$ cat src/design/mrgsort_pkg.sv
// ----------------------------------------------------------------------------
// mrgsort_pkg
// Shared defaults and controller/datapath interface types for the merge sorter.
// ----------------------------------------------------------------------------
package mrgsort_pkg;

    localparam int DEFAULT_DEPTH    = 64;
    localparam int DEFAULT_KEY_BITS = 32;
    localparam int DEFAULT_TAG_BITS = 16;

    typedef struct packed {
        logic load;
        logic sort_init;
        logic run_init;
        logic merge_step;
        logic pass_end;
        logic out_init;
        logic out_step;
        logic clear;
    } mrgsort_cmd_t;

    typedef struct packed {
        logic more_passes;
        logic pass_last;
        logic out_last;
    } mrgsort_status_t;

endpackage

$ cat src/design/mrgsort_ctrl.sv
// ----------------------------------------------------------------------------
// mrgsort_ctrl
// Sequencer: load, merge passes with a read bubble before each, then unload.
// ----------------------------------------------------------------------------
module mrgsort_ctrl (
    input  logic                        aclk,
    input  logic                        aresetn,
    input  logic                        s_tvalid,
    input  logic                        s_tlast,
    output logic                        s_tready,
    output logic                        m_tvalid,
    input  logic                        m_tready,
    input  mrgsort_pkg::mrgsort_status_t status,
    output mrgsort_pkg::mrgsort_cmd_t    cmd
);
    import mrgsort_pkg::*;

    typedef enum logic [1:0] {
        ST_LOAD,
        ST_PREP,
        ST_MERGE,
        ST_OUT
    } state_t;

    state_t state_reg, state_next;

    always_ff @(posedge aclk) begin
        if (!aresetn) begin
            state_reg <= ST_LOAD;
        end else begin
            state_reg <= state_next;
        end
    end

    assign s_tready = (state_reg == ST_LOAD);
    assign m_tvalid = (state_reg == ST_OUT);

    always_comb begin
        state_next = state_reg;
        cmd        = '0;
        case (state_reg)
            ST_LOAD: begin
                if (s_tvalid) begin
                    cmd.load = 1'b1;
                    if (s_tlast) begin
                        cmd.sort_init = 1'b1;
                        state_next    = ST_PREP;
                    end
                end
            end
            ST_PREP: begin
                if (status.more_passes) begin
                    cmd.run_init = 1'b1;
                    state_next   = ST_MERGE;
                end else begin
                    cmd.out_init = 1'b1;
                    state_next   = ST_OUT;
                end
            end
            ST_MERGE: begin
                cmd.merge_step = 1'b1;
                if (status.pass_last) begin
                    cmd.pass_end = 1'b1;
                    state_next   = ST_PREP;
                end
            end
            ST_OUT: begin
                if (m_tready) begin
                    cmd.out_step = 1'b1;
                    if (status.out_last) begin
                        cmd.clear  = 1'b1;
                        state_next = ST_LOAD;
                    end
                end
            end
            default: begin
                state_next = ST_LOAD;
            end
        endcase
    end

endmodule

$ cat config.mk
export PLATFORM = sky130hd
export DESIGN_NAME = mrgsort_ctrl
export DESIGN_NICKNAME = d
export VERILOG_FILES = /design/src/design/mrgsort_pkg.sv /design/src/design/mrgsort_ctrl.sv
export SDC_FILE = /design/constraint.sdc
export NUM_CORES = 1
export LEC_CHECK = 0
export BUFFER_PORTS_ARGS = -buffer_cell sky130_fd_sc_hd__buf_2
export CORE_AREA = 2 2 39 41
export DETAILED_ROUTE_END_ITERATION = 8
export DIE_AREA = 0 0 41 43
export GPL_TIMING_DRIVEN = 0
export PLACE_DENSITY = 0.43
export SETUP_SLACK_MARGIN = 0.05
export SYNTH_ARGS = -nofsm -noshare
export SYNTH_HDL_FRONTEND = slang
export SYNTH_SLANG_ARGS = --single-unit
$ cat constraint.sdc
create_clock -name aclk -period 1.6 [get_ports aclk]
set_clock_uncertainty 0.15 [all_clocks]
set_input_delay 0.16 -clock aclk [delete_from_list [all_inputs] [get_ports aclk]]
set_output_delay 0.16 -clock aclk [all_outputs]
set_load 0.02 [all_outputs]
==> qor.txt, run 1 <==
status - finished clean
drt via density - 3.71
number of antenna violations at the first check in global routing - 0
critical path arrival - 1.15 ns
routed length per placed instance - 8.75 µm
crit-path max cell delay - 0.40 ns
Worst-Skew Late Latency - 0.22 ns
post-synthesis register bit count - 2
Clk network pwr share - 0.474
worst hold start - aresetn
mean instance size in the synthesized netlist - 8.36 µm²
Final min period - 1.46 ns
Setup crit end kind - output pin
critical path type - flip-flop to output pin
RSZ-0062 raised after global routing - no
gate count after technology mapping - 19
met2 layer wire length in the routed design - 248 µm
final HPWL from detailed placement - 387 µm
CTS tree - built
Least-Margin Pin Slew - 0.192 ns
horizontal die dimension - 41 µm
crit-path max FO - 8
total placed cells including tap cells - 52
portion of synthesized cell area occupied by the leading cell type - 0.252
portion of the post-synthesis area used by sequential elements - 0.252
final hold violation count - 0
deepest level of the CTS H-tree - 1
number of nets with antenna violations after routing - 0
minimum setup slack in the final design - 0.142 ns
number of buffers inserted during clock tree synthesis - 3
most frequent cells after synthesis - 2 x sky130_fd_sc_hd__and3_1, 2 x sky130_fd_sc_hd__and3_2, 2 x sky130_fd_sc_hd__dfxtp_1
worst-path cell with the longest stage delay - sky130_fd_sc_hd__dfxtp_1
vias in the first global route - 204
total track usage - 0.0631
DRC Markers - 0
share of cells above drive strength 1 - 0.692
peak ir drop on the vdd network - 147 µV
FF-to-FF Start - state_reg[0]
final-stage net count - 49
number of max-capacitance violations reported - 0
die extent in y - 43 µm
Clock Pin Slew Worst Setup and Hold Paths - 0.03 ns
count of pins on the block boundary - 18
data required time of the worst path - 1.29 ns
# rows - 14
number of detailed-routing iterations run before antenna repair - 2
filler instances - 153
kind of start point of the critical path - flip-flop
most area-consuming cells after synthesis - sky130_fd_sc_hd__dfxtp_1 25%, sky130_fd_sc_hd__and3_2 9.4%, sky130_fd_sc_hd__and3_1 7.9%
Final Setup Violations - 0
clock tree buffer depth - 2
initial drt markers - 3
fmax - 0.686 GHz
post-route insts no fill - 55
Root Driver - sky130_fd_sc_hd__clkbuf_4
predominant post-synthesis flop cell - sky130_fd_sc_hd__dfxtp_1
routability cong. - 0.681
routed vias - 204
setup_tns - 0 ns
reg-to-reg critical path endpoint - state_reg[0]
length in cells of the worst reg-to-reg path - 3
initial core utilization - 0.115
number of flops mapped to enable cells by yosys - 0
fraction of the cycle the final worst path needs - 0.911
count of inserted antenna diode cells - 0
net load switching power - 0.0000661 W
Hold Crit Depth - 2
maximum number of pins on one net before global-route repair - 9
worst slack on hold paths - 0.0162 ns
total global routing overflow - 0
dominant cell type by area after synthesis - sky130_fd_sc_hd__dfxtp_1
total routed wire length on the met1 layer - 186 µm
standard cell core area - 0.00138 mm²
Layout area overhead - 81.1%
switching part of the total - 0.285
class of the tightest hold or removal check - input port to flip-flop
Synth cell types - 16
TritonCTS sink count - 2
wire length of the first global-routing pass - 703 µm
Int Pwr - 0.000166 W
logic gate share of total power - 0.266
DIE AREA - 0.00176 mm²
number of warnings printed during yosys synthesis - 0
total power divided by cell area - 806 mW/mm²
worst slack at placement - 0.276 ns
crit path cell chain - and2b_4 > and2_4 > buf_2
flip-flop count of the largest register after layout - 2
Hold Path End - state_reg[1]
Synthesized Nets - 27
part of the power in registers - 0.260
Leak - 0.168 nW
routed length on met3 - 46 µm
summed instance area of the synthesized netlist - 159 µm²
detailed-route wire length - 481 µm
final core occ - 0.208
number of buffers inserted by port buffering - 17
Max Used Layer - met3
async set-or-reset flop fraction in the synthesized netlist - 0
Max Transition Viols Final - 0
number of hold buffers added after cts - 0
register-to-register setup slack - 0.30 ns
Relative slew margins - 0.872
-- worst max path at each step --
| stage | slack, ns | from | to | depth (start not counted) |
|---|---|---|---|---|
| floorplan | 0.21 | state_reg[0] | state_reg[0] | 3 |
| global placement | 0.27 | state_reg[0] | state_reg[0] | 3 |
| detailed placement | 0.28 | state_reg[0] | state_reg[0] | 3 |
| CTS | 0.10 | state_reg[0] | cmd[3] | 3 |
| global route | 0.05 | state_reg[0] | cmd[3] | 3 |
| finish | 0.14 | state_reg[0] | cmd[3] | 3 |
-- critical path, delay by kind of cell, from the launching register on --
| kind | cells | cell delay (ns) |
|---|---|---|
| buffers and inverters | 1 | 0.15 |
| AND/OR/NAND/NOR | 2 | 0.37 |
| flip-flops | 1 | 0.40 |
-- what timing repair did --
action                                  in CTS  in global routing
endpoints found under the hold margin        0                  0
buffers inserted                             0                  0
resized for setup                            0                  1
endpoints found under the setup margin       0                  2
-- metal layers --
metal / vias to the layer above / track usage
met3: 0 / 0
met4: 0 / 0.0800
met1: 85 / 0.0637
met2: 11 / 0.0969
met5: - / 0
li1: 108 / -
-- stage by stage --
step | power [W] | area (µm²)
finish | 0.000232 | 288
global route | 0.000247 | 288
CTS | 0.000243 | 287
detailed placement | 0.000124 | 264
global placement | 0.000123 | 264
floorplan | 0.0000976 | 159
-- power groups by stage --
stage	logic [W]	clock network (W)	registers (W)
floorplan	0.0000388	0	0.0000588
global placement	0.0000621	0	0.0000610
detailed placement	0.0000626	0	0.0000614
CTS	0.0000629	0.000119	0.0000606
global route	0.0000667	0.000117	0.0000628
finish	0.0000618	0.000110	0.0000603
-- placed cells by master, fill, tap and decap left out, drive strengths merged --
master  instances
dfxtp           2
nor2b           1
nand2b          1
and3b           1
and3            4
nor3b           1
and2b           1
a22oi           1
inv             1
o31a            1
buf            17
nand3           1
and2            3
clkbuf          3
nor2            1
-- kinds of logic (layout without fill, tap and decap cells) --
logic type / count (synthesis) / after routing / share of synthesized area
AO/OA/AOI/OAI: 2 / 2 / 0.102
flip-flops: 2 / 2 / 0.252
buffers and inverters: 1 / 21 / 0.0236
AND/OR/NAND/NOR: 14 / 14 / 0.622
-- cell type report --
cell class / instances / area (µm²) / share of cell area
Timing Repair Buffer: 17 / 85.1 / 0.296
Clock buffer: 3 / 22.5 / 0.0783
Multi-Input combinational cell: 16 / 115 / 0.400
Tap cell: 16 / 20.0 / 0.0696
Inverter: 1 / 3.75 / 0.0130
Sequential cell: 2 / 41.3 / 0.143
No activity file was read; power rests on OpenSTA's default activity.
==> run 2, diff against run 1 <==
--- a/config.mk
+++ b/config.mk
@@ -10,6 +10,7 @@
 export DETAILED_ROUTE_END_ITERATION = 8
 export DIE_AREA = 0 0 41 43
 export GPL_TIMING_DRIVEN = 0
+export HOLD_SLACK_MARGIN = 0.05
 export PLACE_DENSITY = 0.43
 export SETUP_SLACK_MARGIN = 0.05
 export SYNTH_ARGS = -nofsm -noshare
==> qor.txt, run 2 (synthesis results as in run 1) <==
flip-flop count of the largest register after layout - 2
DRC Markers - 0
drt via density - 3.71
final hold violation count - 0
detailed-route wire length - 483 µm
vias in the first global route - 206
count of inserted antenna diode cells - 0
Max Used Layer - met3
number of buffers inserted by port buffering - 17
Least-Margin Pin Slew - 0.159 ns
register-to-register setup slack - 0.36 ns
FF-to-FF Start - state_reg[0]
die extent in y - 43 µm
status - finished clean
peak ir drop on the vdd network - 146 µV
total track usage - 0.0651
Total Power Consumption - 0.000234 W
Max Transition Viols Final - 0
initial core utilization - 0.115
setup fix buffers added after clock tree synthesis - 0
worst hold start - status[1]
critical path type - flip-flop to output pin
number of antenna violations at the first check in global routing - 0
Layout area overhead - 88.2%
total global routing overflow - 0
routed length on met3 - 46 µm
reg-to-reg critical path endpoint - state_reg[0]
filler instances - 156
number of buffers inserted during clock tree synthesis - 3
horizontal die dimension - 41 µm
final-stage net count - 50
CTS tree - built
total routed wire length on the met1 layer - 189 µm
critical path arrival - 1.10 ns
crit-path max FO - 8
final core occ - 0.216
TritonCTS sink count - 2
class of the tightest hold or removal check - input port to flip-flop
standard cell core area - 0.00138 mm²
count of pins on the block boundary - 18
number of nets with antenna violations after routing - 0
Relative slew margins - 0.894
# rows - 14
post-route insts no fill - 56
routability cong. - 0.681
routed vias - 208
number of max-capacitance violations reported - 0
routed length per placed instance - 8.63 µm
maximum number of pins on one net before global-route repair - 9
DIE AREA - 0.00176 mm²
most frequent standard cell in the layout excluding fill and tap cells - sky130_fd_sc_hd__buf_2
Final Setup Violations - 0
setup_tns - 0 ns
number of detailed-routing iterations run before antenna repair - 2
final HPWL from detailed placement - 387 µm
Worst-Skew Late Latency - 0.22 ns
share of cells above drive strength 1 - 0.700
Leak - 0.173 nW
kind of start point of the critical path - flip-flop
met2 layer wire length in the routed design - 247 µm
Clock Pin Slew Worst Setup and Hold Paths - 0.03 ns
total placed cells including tap cells - 52
initial drt markers - 3
length in cells of the worst reg-to-reg path - 3
Final min period - 1.41 ns
most used cells in the layout excluding fill and tap cells - 17 x sky130_fd_sc_hd__buf_2, 3 x sky130_fd_sc_hd__clkbuf_4, 2 x sky130_fd_sc_hd__and3_1, 2 x sky130_fd_sc_hd__and3_2, 2 x sky130_fd_sc_hd__dfxtp_2
fmax - 0.711 GHz
deepest level of the CTS H-tree - 1
total power divided by cell area - 784 mW/mm²
Setup crit end kind - output pin
Hold Path End - state_reg[1]
data required time of the worst path - 1.29 ns
Hold Crit Depth - 4
Root Driver - sky130_fd_sc_hd__clkbuf_4
clock tree buffer depth - 2
RSZ-0062 raised after global routing - no
wire length of the first global-routing pass - 731 µm
fraction of the cycle the final worst path needs - 0.879
[run 2: per-stage QoR]
step           cell area (µm²)  hold slack [ns]  setup slack (ns)
4_1_cts                    297            0.128             0.103
3_5_place_dp               264            0.247             0.276
6_report                   299            0.140             0.194
5_1_grt                    299            0.160             0.131
3_3_place_gp               264            0.250             0.272
2_1_floorplan              159            0.138             0.209
[run 2: metal layers]
metal	up-vias	track usage
met1	87	0.0732
li1	110	-
met2	11	0.0938
met5	-	0
met4	0	0.0800
met3	0	0
[run 2: how the worst max path moves through the flow]
| stage | from | endpoint |
|---|---|---|
| 2_1_floorplan | state_reg[0] | state_reg[0] |
| 5_1_grt | state_reg[0] | cmd[6] |
| 3_5_place_dp | state_reg[0] | state_reg[0] |
| 4_1_cts | state_reg[0] | cmd[3] |
| 3_3_place_gp | state_reg[0] | state_reg[0] |
| 6_report | state_reg[0] | cmd[3] |
[run 2: critical path, cell delays in order (launching register included)]
cell and delay [ns]:
sky130_fd_sc_hd__dfxtp_2 0.33, sky130_fd_sc_hd__and2b_4 0.26, sky130_fd_sc_hd__and2_4 0.14, sky130_fd_sc_hd__buf_2 0.15
[run 2: timing repair]
item / 4_1_cts / 5_1_grt
setup endpoints to repair: 0 / 2
hold buffers: 1 / 0
hold endpoints to repair: 2 / 0
gates resized for setup: 0 / 2
[run 2: final cells by class]
class | count | area [µm²] | area share
Clock buffer | 3 | 22.5 | 0.0753
Multi-Input combinational cell | 16 | 115 | 0.385
Inverter | 1 | 3.75 | 0.0126
Tap cell | 16 | 20.0 | 0.0669
Timing Repair Buffer | 18 | 95.1 | 0.318
Sequential cell | 2 | 42.5 | 0.142
[run 2: power by group]
group,switching (W),internal (W),leakage (nW),total [W]
clock,0.0000273,0.0000826,0.0138,0.000110
combinational,0.0000331,0.0000306,0.142,0.0000637
sequential,0.00000589,0.0000549,0.0172,0.0000608
